<file path="config.mk">
export PLATFORM = sky130hd
export DESIGN_NAME = velocity_command_safety_gate_unit
export DESIGN_NICKNAME = d
export VERILOG_FILES = /design/src/rtl/core/vcsg_pkg.sv /design/src/rtl/core/vcsg_decide.sv /design/src/rtl/core/vcsg_scale.sv /design/src/rtl/core/velocity_command_safety_gate_unit.sv
export VERILOG_INCLUDE_DIRS = /design/src /design/src/rtl/core
export SDC_FILE = /design/constraint.sdc
export NUM_CORES = 2
export LEC_CHECK = 0
export BUFFER_PORTS_ARGS = -buffer_cell sky130_fd_sc_hd__buf_2
export CAP_MARGIN = 25
export CORE_UTILIZATION = 25
export CTS_BUF_LIST = sky130_fd_sc_hd__clkbuf_4 sky130_fd_sc_hd__clkbuf_8
export CTS_CLUSTER_DIAMETER = 40
export CTS_CLUSTER_SIZE = 14
export DETAILED_ROUTE_END_ITERATION = 10
export GPL_TIMING_DRIVEN = 0
export PLACE_DENSITY = 0.51
export RECOVER_POWER = 100
export SLEW_MARGIN = 25
export SYNTH_ARGS = -nofsm -noshare
export SYNTH_HDL_FRONTEND = slang
export SYNTH_SLANG_ARGS = --single-unit
</file>
<file path="constraint.sdc">
create_clock -name i_clk -period 11.4 [get_ports i_clk]
set_clock_uncertainty 0.15 [all_clocks]
set_input_delay 0.57 -clock i_clk [delete_from_list [all_inputs] [get_ports i_clk]]
set_output_delay 0.57 -clock i_clk [all_outputs]
set_load 0.01 [all_outputs]
</file>
<file path="src/rtl/core/velocity_command_safety_gate_unit_assert.svh">
// Assertion macros for the velocity command safety gate.
`ifndef VELOCITY_COMMAND_SAFETY_GATE_UNIT_ASSERT_SVH
`define VELOCITY_COMMAND_SAFETY_GATE_UNIT_ASSERT_SVH

// antecedent implies consequent in the same cycle (or after a ## in cons)
`define VCSG_ASSERT_IMP(lbl, clk, rst_n, ante, cons) \
    lbl: assert property (@(posedge clk) disable iff (!rst_n) (ante) |-> (cons)) \
        else $error("vcsg: implication check failed");

// condition must never hold outside reset
`define VCSG_ASSERT_NEVER(lbl, clk, rst_n, bad) \
    lbl: assert property (@(posedge clk) disable iff (!rst_n) !(bad)) \
        else $error("vcsg: forbidden condition seen");

`endif

</file>
<file path="src/rtl/core/vcsg_pkg.sv">
// Shared types, register indexes and codes of the velocity command safety gate.
package vcsg_pkg;

    typedef logic [2:0] t_cfg_idx;

    localparam t_cfg_idx CFG_MAX_LINEAR_X       = 3'd0;
    localparam t_cfg_idx CFG_MAX_LINEAR_Y       = 3'd1;
    localparam t_cfg_idx CFG_MAX_ANGULAR_Z      = 3'd2;
    localparam t_cfg_idx CFG_SLOWDOWN_FLOOR     = 3'd3;
    localparam t_cfg_idx CFG_SLOWDOWN_CEILING   = 3'd4;
    localparam t_cfg_idx CFG_COMMAND_TIMEOUT_MS = 3'd5;
    localparam t_cfg_idx CFG_MODE_BITS          = 3'd6;

    localparam logic [15:0] Q15_ONE = 16'h8000;

    typedef logic [3:0] t_reason;

    localparam t_reason RSN_ALLOWED    = 4'd0;
    localparam t_reason RSN_RECOVERY   = 4'd1;
    localparam t_reason RSN_SLOW_ZERO  = 4'd2;
    localparam t_reason RSN_NONE       = 4'd3;
    localparam t_reason RSN_STOP_STALE = 4'd4;
    localparam t_reason RSN_SLOW_STALE = 4'd5;
    localparam t_reason RSN_STOP       = 4'd6;
    localparam t_reason RSN_INVALID    = 4'd7;
    localparam t_reason RSN_CMD_STALE  = 4'd8;

    // flag bit positions
    localparam int FL_HAVE_CMD   = 0;
    localparam int FL_CMD_OK     = 1;
    localparam int FL_REC_ASK    = 2;
    localparam int FL_HAVE_REC   = 3;
    localparam int FL_REC_OK     = 4;
    localparam int FL_STOP       = 5;
    localparam int FL_STOP_STALE = 6;
    localparam int FL_SLOW_STALE = 7;
    localparam int FL_HAVE_DEC   = 8;
    localparam int FL_DEC_STOP   = 9;
    localparam int FL_HAVE_OVR   = 10;

    // mode bit positions
    localparam int MD_RECOVERY = 0;
    localparam int MD_FAILSAFE = 1;
    localparam int MD_ZERO     = 2;
    localparam int MD_SLOW_LIN = 3;
    localparam int MD_SLOW_ANG = 4;

    typedef struct packed {
        logic [10:0]        flags;
        logic signed [15:0] cmd_vx;
        logic signed [15:0] cmd_vy;
        logic signed [15:0] cmd_wz;
        logic [15:0]        cmd_age_ms;
        logic signed [15:0] rec_vx;
        logic signed [15:0] rec_vy;
        logic signed [15:0] rec_wz;
        logic [15:0]        rec_age_ms;
        logic [15:0]        decision_slowdown;
        logic [15:0]        override_slowdown;
    } t_in_beat;

    typedef struct packed {
        logic signed [15:0] out_vx;
        logic signed [15:0] out_vy;
        logic signed [15:0] out_wz;
        logic               allowed;
        logic               stopped;
        logic               stale_flag;
        logic [15:0]        slow_factor;
        t_reason            reason_code;
        logic               from_recovery;
    } t_out_beat;

    typedef struct packed {
        logic [14:0] max_linear_x;
        logic [14:0] max_linear_y;
        logic [14:0] max_angular_z;
        logic [15:0] slowdown_floor;
        logic [15:0] slowdown_ceiling;
        logic [15:0] command_timeout_ms;
        logic [4:0]  mode_bits;
    } t_cfg;

    // how the final stage builds the beat
    typedef enum logic [1:0] {
        KIND_FORCED,
        KIND_RAW,
        KIND_PASS
    } t_kind;

    // after select: lanes 0..2 are x, y, z
    typedef struct packed {
        t_kind            kind;
        t_reason          reason;
        logic             stale;
        logic             use_rec;
        logic [2:0][15:0] vel;
        logic [15:0]      age;
        logic [15:0]      factor;
    } t_s1;

    // after age check, factor limits and pre-clamp
    typedef struct packed {
        t_kind            kind;
        t_reason          reason;
        logic             stale;
        logic             use_rec;
        logic [2:0][15:0] raw;
        logic [2:0][14:0] mag;
        logic [2:0]       neg;
        logic [2:0]       scale_en;
        logic [15:0]      factor;
    } t_s2;

    // after scaling
    typedef struct packed {
        t_kind            kind;
        t_reason          reason;
        logic             stale;
        logic             use_rec;
        logic [2:0][15:0] raw;
        logic [2:0][14:0] mag;
        logic [2:0]       neg;
        logic [15:0]      factor;
    } t_s3;

endpackage

</file>
<file path="src/rtl/core/vcsg_decide.sv">
// Check priority, command select, slowdown factor and per-axis pre-clamp (two stages).
module vcsg_decide import vcsg_pkg::*; (
    input  logic     i_clk,
    input  logic     i_rst_n,
    input  logic     i_valid,
    input  t_in_beat i_item,
    input  t_cfg     i_cfg,
    output logic     o_valid,
    output t_s2      o_s2
);

    logic        have_cmd, cmd_ok, rec_ask, have_rec, rec_ok;
    logic        stop_f, stop_stale, slow_stale, have_dec, dec_stop, have_ovr;
    logic        rec_usable, stop_active;
    logic [15:0] f_pick;
    t_s1         n_s1, r_s1;
    logic        r_s1_valid;

    logic        cmd_stale;
    logic [15:0] f_lo, f_hi, f_fin;
    logic [2:0][14:0] lim;
    logic [2:0][15:0] abs_v;
    t_s2         n_s2, r_s2;
    logic        r_s2_valid;

    // ---- stage 1: priority checks and source select
    always_comb begin
        have_cmd   = i_item.flags[FL_HAVE_CMD];
        cmd_ok     = i_item.flags[FL_CMD_OK];
        rec_ask    = i_item.flags[FL_REC_ASK];
        have_rec   = i_item.flags[FL_HAVE_REC];
        rec_ok     = i_item.flags[FL_REC_OK];
        stop_f     = i_item.flags[FL_STOP];
        stop_stale = i_item.flags[FL_STOP_STALE];
        slow_stale = i_item.flags[FL_SLOW_STALE];
        have_dec   = i_item.flags[FL_HAVE_DEC];
        dec_stop   = i_item.flags[FL_DEC_STOP];
        have_ovr   = i_item.flags[FL_HAVE_OVR];

        rec_usable  = i_cfg.mode_bits[MD_RECOVERY] && rec_ask && have_rec && rec_ok
                      && (i_item.rec_age_ms <= i_cfg.command_timeout_ms);
        stop_active = stop_f || (have_dec && dec_stop);

        f_pick = have_ovr ? i_item.override_slowdown : i_item.decision_slowdown;
        if (have_dec && (i_item.decision_slowdown < f_pick)) begin
            f_pick = i_item.decision_slowdown;
        end
        if (f_pick > Q15_ONE) begin
            f_pick = Q15_ONE;
        end

        n_s1.kind    = KIND_PASS;
        n_s1.reason  = RSN_ALLOWED;
        n_s1.stale   = 1'b0;
        n_s1.use_rec = stop_active;
        n_s1.factor  = f_pick;
        if (stop_active) begin
            n_s1.vel = {i_item.rec_wz, i_item.rec_vy, i_item.rec_vx};
            n_s1.age = i_item.rec_age_ms;
        end else begin
            n_s1.vel = {i_item.cmd_wz, i_item.cmd_vy, i_item.cmd_vx};
            n_s1.age = i_item.cmd_age_ms;
        end

        if (!have_cmd && !rec_usable) begin
            n_s1.kind   = KIND_FORCED;
            n_s1.reason = RSN_NONE;
            n_s1.stale  = 1'b1;
        end else if (i_cfg.mode_bits[MD_FAILSAFE] && stop_stale) begin
            n_s1.kind   = KIND_FORCED;
            n_s1.reason = RSN_STOP_STALE;
            n_s1.stale  = 1'b1;
        end else if (i_cfg.mode_bits[MD_FAILSAFE] && slow_stale) begin
            n_s1.kind   = KIND_FORCED;
            n_s1.reason = RSN_SLOW_STALE;
            n_s1.stale  = 1'b1;
        end else if (stop_active && !rec_usable) begin
            n_s1.kind   = KIND_FORCED;
            n_s1.reason = RSN_STOP;
        end else if (!stop_active && !(have_cmd && cmd_ok)) begin
            // also covers a missing normal command while recovery is usable
            n_s1.kind   = KIND_FORCED;
            n_s1.reason = RSN_INVALID;
        end
    end

    always_ff @(posedge i_clk) begin
        if (!i_rst_n) begin
            r_s1_valid <= 1'b0;
        end else begin
            r_s1_valid <= i_valid;
        end
        r_s1 <= n_s1;
    end

    // ---- stage 2: age check, factor limits, pre-clamp
    always_comb begin
        cmd_stale = r_s1.age > i_cfg.command_timeout_ms;

        f_lo  = (r_s1.factor < i_cfg.slowdown_floor) ? i_cfg.slowdown_floor : r_s1.factor;
        f_hi  = (f_lo > i_cfg.slowdown_ceiling) ? i_cfg.slowdown_ceiling : f_lo;
        f_fin = (f_hi > Q15_ONE) ? Q15_ONE : f_hi;

        lim = {i_cfg.max_angular_z, i_cfg.max_linear_y, i_cfg.max_linear_x};

        n_s2.kind     = r_s1.kind;
        n_s2.reason   = r_s1.reason;
        n_s2.stale    = r_s1.stale;
        n_s2.use_rec  = r_s1.use_rec;
        n_s2.raw      = '0;
        n_s2.factor   = f_fin;
        n_s2.scale_en = {i_cfg.mode_bits[MD_SLOW_ANG], i_cfg.mode_bits[MD_SLOW_LIN],
                         i_cfg.mode_bits[MD_SLOW_LIN]};

        for (int k = 0; k < 3; k++) begin
            n_s2.neg[k] = r_s1.vel[k][15];
            abs_v[k]    = r_s1.vel[k][15] ? (~r_s1.vel[k] + 16'd1) : r_s1.vel[k];
            n_s2.mag[k] = (abs_v[k] > {1'b0, lim[k]}) ? lim[k] : abs_v[k][14:0];
        end

        if ((r_s1.kind == KIND_PASS) && cmd_stale) begin
            n_s2.reason = RSN_CMD_STALE;
            n_s2.stale  = 1'b1;
            if (i_cfg.mode_bits[MD_ZERO]) begin
                n_s2.kind = KIND_FORCED;
            end else begin
                n_s2.kind = KIND_RAW;
                n_s2.raw  = r_s1.vel;
            end
        end
    end

    always_ff @(posedge i_clk) begin
        if (!i_rst_n) begin
            r_s2_valid <= 1'b0;
        end else begin
            r_s2_valid <= r_s1_valid;
        end
        r_s2 <= n_s2;
    end

    assign o_valid = r_s2_valid;
    assign o_s2    = r_s2;

endmodule

</file>
<file path="src/rtl/core/vcsg_scale.sv">
// Q15 scaling lanes and result assembly (two stages, last one is the output register).
module vcsg_scale import vcsg_pkg::*; (
    input  logic      i_clk,
    input  logic      i_rst_n,
    input  logic      i_valid,
    input  t_s2       i_s2,
    output logic      o_valid,
    output t_out_beat o_result
);

    logic [2:0][30:0] prod;
    t_s3              n_s3, r_s3;
    logic             r_s3_valid;

    logic [2:0][15:0] vel;
    logic             mag_zero, raw_zero;
    t_out_beat        n_out, r_out;
    logic             r_out_valid;

    // ---- stage 3: one 15x16 multiply per lane, truncated magnitude
    always_comb begin
        n_s3.kind    = i_s2.kind;
        n_s3.reason  = i_s2.reason;
        n_s3.stale   = i_s2.stale;
        n_s3.use_rec = i_s2.use_rec;
        n_s3.raw     = i_s2.raw;
        n_s3.neg     = i_s2.neg;
        n_s3.factor  = i_s2.factor;
        for (int k = 0; k < 3; k++) begin
            prod[k] = {16'd0, i_s2.mag[k]} * {15'd0, i_s2.factor};
            // factor <= 1.0, so the scaled value never exceeds the clamped one
            n_s3.mag[k] = i_s2.scale_en[k] ? prod[k][29:15] : i_s2.mag[k];
        end
    end

    always_ff @(posedge i_clk) begin
        if (!i_rst_n) begin
            r_s3_valid <= 1'b0;
        end else begin
            r_s3_valid <= i_valid;
        end
        r_s3 <= n_s3;
    end

    // ---- stage 4: sign restore and result beat
    always_comb begin
        for (int k = 0; k < 3; k++) begin
            vel[k] = r_s3.neg[k] ? (~{1'b0, r_s3.mag[k]} + 16'd1) : {1'b0, r_s3.mag[k]};
        end
        mag_zero = (r_s3.mag == '0);
        raw_zero = (r_s3.raw == '0);

        n_out.out_vx        = '0;
        n_out.out_vy        = '0;
        n_out.out_wz        = '0;
        n_out.allowed       = 1'b0;
        n_out.stopped       = 1'b1;
        n_out.stale_flag    = r_s3.stale;
        n_out.slow_factor   = '0;
        n_out.reason_code   = r_s3.reason;
        n_out.from_recovery = 1'b0;

        case (r_s3.kind)
            KIND_FORCED: begin
            end
            KIND_RAW: begin
                n_out.out_vx  = r_s3.raw[0];
                n_out.out_vy  = r_s3.raw[1];
                n_out.out_wz  = r_s3.raw[2];
                n_out.stopped = raw_zero;
            end
            KIND_PASS: begin
                n_out.out_vx        = vel[0];
                n_out.out_vy        = vel[1];
                n_out.out_wz        = vel[2];
                n_out.allowed       = 1'b1;
                n_out.stopped       = mag_zero;
                n_out.slow_factor   = r_s3.factor;
                n_out.from_recovery = r_s3.use_rec;
                if (mag_zero && (r_s3.factor == '0)) begin
                    n_out.reason_code = RSN_SLOW_ZERO;
                end else if (r_s3.use_rec) begin
                    n_out.reason_code = RSN_RECOVERY;
                end else begin
                    n_out.reason_code = RSN_ALLOWED;
                end
            end
            default: begin
            end
        endcase
    end

    always_ff @(posedge i_clk) begin
        if (!i_rst_n) begin
            r_out_valid <= 1'b0;
        end else begin
            r_out_valid <= r_s3_valid;
        end
        r_out <= n_out;
    end

    assign o_valid  = r_out_valid;
    assign o_result = r_out;

endmodule

</file>
<file path="src/rtl/core/velocity_command_safety_gate_unit.sv">
// Top level of the velocity command safety gate: config registers and the pipeline.
//
//  channel   | direction | handshake                  | beat
//  ----------+-----------+----------------------------+--------------------------------
//  command   | in        | start, busy                | i_item (t_in_beat)
//  result    | out       | o_result_strobe            | o_result (t_out_beat)
//  config    | in        | i_cfg_valid, o_cfg_ready   | i_cfg_index, i_cfg_data
//
//  One command beat per cycle; busy stays low. Four register stages: select,
//  limit/pre-clamp, multiply, output. A result strobes once its start has passed
//  all four; the per-lane 15x16 multiply sets the stage boundary.
//  Synchronous active-low reset clears all stage valid bits and loads the
//  register defaults. The result side has no stall, so nothing ever backs up.
module velocity_command_safety_gate_unit import vcsg_pkg::*; (
    input  logic        i_clk,
    input  logic        i_rst_n,
    input  logic        start,
    output logic        busy,
    input  t_in_beat    i_item,
    output logic        o_result_strobe,
    output t_out_beat   o_result,
    input  logic        i_cfg_valid,
    output logic        o_cfg_ready,
    input  t_cfg_idx    i_cfg_index,
    input  logic [15:0] i_cfg_data
);

`include "velocity_command_safety_gate_unit_assert.svh"

    t_cfg r_cfg;
    logic accept;
    logic s2_valid;
    t_s2  s2;
    logic rs_allowed;
    logic rs_refused;
    logic rs_from_rec;
    logic rs_rec_reason;

    assign busy        = 1'b0;
    assign o_cfg_ready = 1'b1;
    assign accept      = start && !busy;

    always_ff @(posedge i_clk) begin
        if (!i_rst_n) begin
            r_cfg.max_linear_x       <= 15'h7fff;
            r_cfg.max_linear_y       <= 15'h7fff;
            r_cfg.max_angular_z      <= 15'h7fff;
            r_cfg.slowdown_floor     <= 16'd0;
            r_cfg.slowdown_ceiling   <= Q15_ONE;
            r_cfg.command_timeout_ms <= 16'd500;
            r_cfg.mode_bits          <= 5'd0;
        end else if (i_cfg_valid && o_cfg_ready) begin
            case (i_cfg_index)
                CFG_MAX_LINEAR_X:       r_cfg.max_linear_x       <= i_cfg_data[14:0];
                CFG_MAX_LINEAR_Y:       r_cfg.max_linear_y       <= i_cfg_data[14:0];
                CFG_MAX_ANGULAR_Z:      r_cfg.max_angular_z      <= i_cfg_data[14:0];
                CFG_SLOWDOWN_FLOOR:     r_cfg.slowdown_floor     <= i_cfg_data;
                CFG_SLOWDOWN_CEILING:   r_cfg.slowdown_ceiling   <= i_cfg_data;
                CFG_COMMAND_TIMEOUT_MS: r_cfg.command_timeout_ms <= i_cfg_data;
                CFG_MODE_BITS:          r_cfg.mode_bits          <= i_cfg_data[4:0];
                default: begin
                end
            endcase
        end
    end

    vcsg_decide u_decide (
        .i_clk   (i_clk),
        .i_rst_n (i_rst_n),
        .i_valid (accept),
        .i_item  (i_item),
        .i_cfg   (r_cfg),
        .o_valid (s2_valid),
        .o_s2    (s2)
    );

    vcsg_scale u_scale (
        .i_clk    (i_clk),
        .i_rst_n  (i_rst_n),
        .i_valid  (s2_valid),
        .i_s2     (s2),
        .o_valid  (o_result_strobe),
        .o_result (o_result)
    );

    assign rs_allowed    = o_result_strobe && o_result.allowed;
    assign rs_refused    = o_result_strobe && !o_result.allowed;
    assign rs_from_rec   = o_result_strobe && o_result.from_recovery;
    assign rs_rec_reason = (o_result.reason_code == RSN_RECOVERY)
                           || (o_result.reason_code == RSN_SLOW_ZERO);

    // every accepted beat comes out once it has passed the four register stages
    `VCSG_ASSERT_IMP(a_latency, i_clk, i_rst_n, accept, ##4 o_result_strobe)
    // a refused beat reports no slowdown factor
    `VCSG_ASSERT_IMP(a_slow_zero, i_clk, i_rst_n, rs_refused, o_result.slow_factor == 16'd0)
    // recovery source only on an allowed beat with a recovery or zero-factor reason
    `VCSG_ASSERT_IMP(a_from_rec, i_clk, i_rst_n, rs_from_rec, o_result.allowed && rs_rec_reason)
    // an allowed beat is never flagged stale
    `VCSG_ASSERT_NEVER(a_allowed_fresh, i_clk, i_rst_n, rs_allowed && o_result.stale_flag)

endmodule
</file>
==> reports/results.ini <==
[status]
status = complete, no violations

[place]
dp.final_hpwl_um = 119000
place_congestion = 0.938
numPortBuffers = 262

[clock_tree]
clockRootBuffer = clkbuf_8
h-tree-depth = 2
cts_tree = done
cts_buffers = 60
worst_skew_pair.late_latency_ps = 750
clock_sinks = 502
clockBufferDepth = 3
cts.clk_slew.worst_paths_ps = 80
cts_setup_buffers = 0

[pwr]
vdd_ir_drop_max_mv = 0.144
seqPwrFrac_pct = 24.0
p_comb_share_pct = 61.2
leakage_nw = 23.3
total_power_mw = 9.16
powerDensity_mw_per_mm2 = 185
p_int_mw = 4.76
p_switching_mw = 4.40
p_sw_share_pct = 48.1
power.share.clock_pct = 14.8

[global_route]
grt-ovfl-total = 0
grt_pass1_wl_um = 220000
met1_usage_pct = 21.3
first_global_vias = 35300
grt.total_usage_pct = 16.8
met2_usage_pct = 29.4
grtUsageMet3_pct = 1.44
grt_antenna_before_repair = 13
grt_max_degree = 18
grt_busiest_layer = met2

[yosys]
yosysWarnings = 0
yosysTopAreaCellShare_pct = 24.9
netlist_top_cells_count = inv_1 (751), nand2_1 (702), fa_1 (534)
synthCells = 4718
synth_area_leaders = fa_1 (25%), dfxtp_1 (23%), ha_1 (12%), and2_1 (7.2%), inv_1 (6.6%)
synth_edf_count = 0
synth-main-ff-cell = dfxtp_1
yosysMostFrequentCell = inv_1
syn_avg_cell_area_um2 = 9.10
syn-cell-area_mm2 = 0.0429
syn-num-nets = 5841
async_flop_share_pct = 0
yosys.area.top_type = fa_1
synth_cell_type_count = 69
synth-seq-cells = 502
seq_area_frac_synth_pct = 23.4

[final_layout]
drive_gt1_share_pct = 6.95
nets = 6314
areaGrowthSynthToFinish_pct = 15.7

[flow_run]
drv_cap = 0

[timing]
drv_slew = 0
hold_viol_final = 0
max_freq_mhz = 122
maxSlewHeadroom_pct = 9.62
finalSetupTns_ps = 0
setup_viol = 0
min_period_ps = 8220
fin_crit_sh_pct = 72.1
rsz0062_at_grt = no
worst_slew_pin_slew_ps = 1340

[worst_setup_path]
cp_max_fo = 10
worstPathRequired_ps = 11890
r2r_cells = 22
cp-end-kind = flip-flop
r2r_setup_slack_ps = 3180
worstSetupPathType = flip-flop to flip-flop
reg2reg_to = u_scale.r_s3[48]
reg2reg_from = u_decide.o_s2[11]
crit_end = u_scale.r_s3[48]
critPathArrivalTime_ps = 8710
critPathLaunch = u_decide.o_s2[11]
start_kind = flip-flop

[floorplanning]
num_rows = 151
initial_core_util_pct = 25.3
die_y_um = 416
die-width_um = 416
pin_count = 269
dieArea_mm2 = 0.173
core-area_mm2 = 0.170

[worst_hold_path]
worstHoldPathType = input pin to flip-flop

[detailed_routing]
drt_first_pass_iters = 5
via_per_inst = 4.55
drt-total-wl_um = 146000
post-route-drc-count = 0
num_vias = 33900
final_antenna_net_count = 0
wl_per_cell_um = 19.5
drtIter0Drc = 2425

worst max-delay path: stages (launching register included):
cell and delay (ps):
dfxtp_1 500, clkbuf_1 630, clkbuf_1 670, and2_1 260, fa_1 390, inv_1 90, fa_1 390, inv_1 90
fa_1 440, fa_1 510, fa_1 490, inv_1 50, fa_1 470, inv_1 40, ha_1 320, a21oi_1 210
o21ai_0 130, o31ai_1 880, o21ai_0 330, o21a_1 280, a221oi_1 400, xnor2_1 120, mux2_2 270
sequential cells by signal, indices dropped and copies added, names as in the netlist:
signal               flops
u_decide.n_s2            4
u_decide.o_valid         1
u_scale.r_s3           119
u_decide.o_s2          122
u_scale.o_result        72
u_scale.o_valid          1
r_cfg                   98
u_scale.n_out            1
u_decide.r_s1_valid      1
u_scale.r_s3_valid       1
u_decide.r_s1           82
metal layers:
| layer | up-vias | part of all wire [%] |
|---|---|---|
| met5 | - | 0 |
| met4 | 0 | 4.5 |
| met3 | 202 | 5.1 |
| met2 | 1095 | 49 |
| met1 | 16800 | 42 |
| li1 | 15800 | - |
cell type report:
| cell class | instances | area (µm²) |
|---|---|---|
| clock buffers | 65 | 870 |
| diodes | 3 | 7.51 |
| fillers | 18100 | 120000 |
| plain buffers | 223 | 850 |
| multi-input cells | 3242 | 29100 |
| flip-flops and latches | 502 | 10000 |
| well taps | 2218 | 2780 |
| clock inverters | 40 | 419 |
| inverters | 751 | 2820 |
| repair buffers | 411 | 2700 |
layout by cell type, fill, tap and decap left out, types with 12 or more instances in the layout:
cell | Yosys | routed
or4_1 | 14 | 14
o31ai_1 | 31 | 31
o21ai_0 | 62 | 62
nor2b_1 | 29 | 29
clkbuf_1 | 211 | 292
and2_1 | 491 | 446
nand2_1 | 702 | 702
ha_1 | 395 | 395
buf_2 | 3 | 188
fa_1 | 534 | 534
mux2_1 | 0 | 40
mux2i_1 | 26 | 26
xnor2_1 | 113 | 113
nor4_1 | 28 | 27
o211ai_1 | 57 | 57
inv_1 | 751 | 751
nor3_1 | 29 | 30
nand4_1 | 31 | 31
or3_1 | 12 | 12
dlygate4sd3_1 | 0 | 146
o21a_1 | 28 | 28
xor2_1 | 17 | 17
and2_0 | 0 | 45
o41ai_1 | 11 | 12
a21oi_1 | 92 | 93
a22oi_1 | 48 | 48
a21o_1 | 48 | 48
nand2b_1 | 21 | 21
mux2_2 | 84 | 53
clkbuf_8 | 0 | 61
nand3_1 | 27 | 27
nor2_1 | 156 | 156
a21boi_0 | 43 | 43
dfxtp_1 | 502 | 502
how the worst min path moves through the flow:
stage	startpoint	to	slack (ps)	cells after the start
finish	i_item[30]	u_decide.r_s1[14]	70	3
global route	i_item[30]	u_decide.r_s1[14]	60	3
CTS	i_item[30]	u_decide.r_s1[14]	10	3
detailed placement	u_decide.o_s2[108]	u_scale.r_s3[105]	160	0
global placement	u_decide.o_s2[115]	u_scale.r_s3[112]	160	0
floorplan	u_decide.n_s2[115]	u_decide.o_s2[115]	160	0
through the flow:
stage	hold slack (ps)	area (µm²)	setup WS, ps	std cells	util (%)
2_1_floorplan	160	42900	5130	4718	-
3_3_place_gp	160	47000	3030	7198	27.7
3_5_place_dp	162	47100	3330	7201	27.7
4_1_cts	10.2	49800	3280	7452	29.3
5_1_grt	64.2	49600	2650	7453	29.2
6_report	74.0	49600	3180	7455	29.2
power by group through the flow:
stage          Clock (mW)  Combinational [mW]  Sequential, mW
4_1_cts              1.40                5.67            2.19
2_1_floorplan           0                3.89            2.08
3_3_place_gp            0                5.51            2.23
3_5_place_dp            0                5.55            2.23
5_1_grt              1.47                6.39            2.21
6_report             1.36                5.61            2.20
cells by family after synthesis:
| group | after synthesis | synth area share [%] |
|---|---|---|
| adders and majority gates | 929 | 36.4 |
| buffers and inverters | 974 | 8.57 |
| and+or+nand+nor | 1581 | 18.1 |
| muxes | 119 | 3.13 |
| AOI/OAI and AO/OA | 481 | 7.67 |
| xor gates and xnor gates | 130 | 2.65 |
| other | 2 | 0.0175 |
| DFF | 502 | 23.4 |
repair_timing:
item,in CTS,in global routing
hold buffers,146,0
endpoints found under the hold margin,82,0
resized for setup,0,0
setup endpoints to repair,0,0
Note: power is estimated with default switching activity, not from simulation.
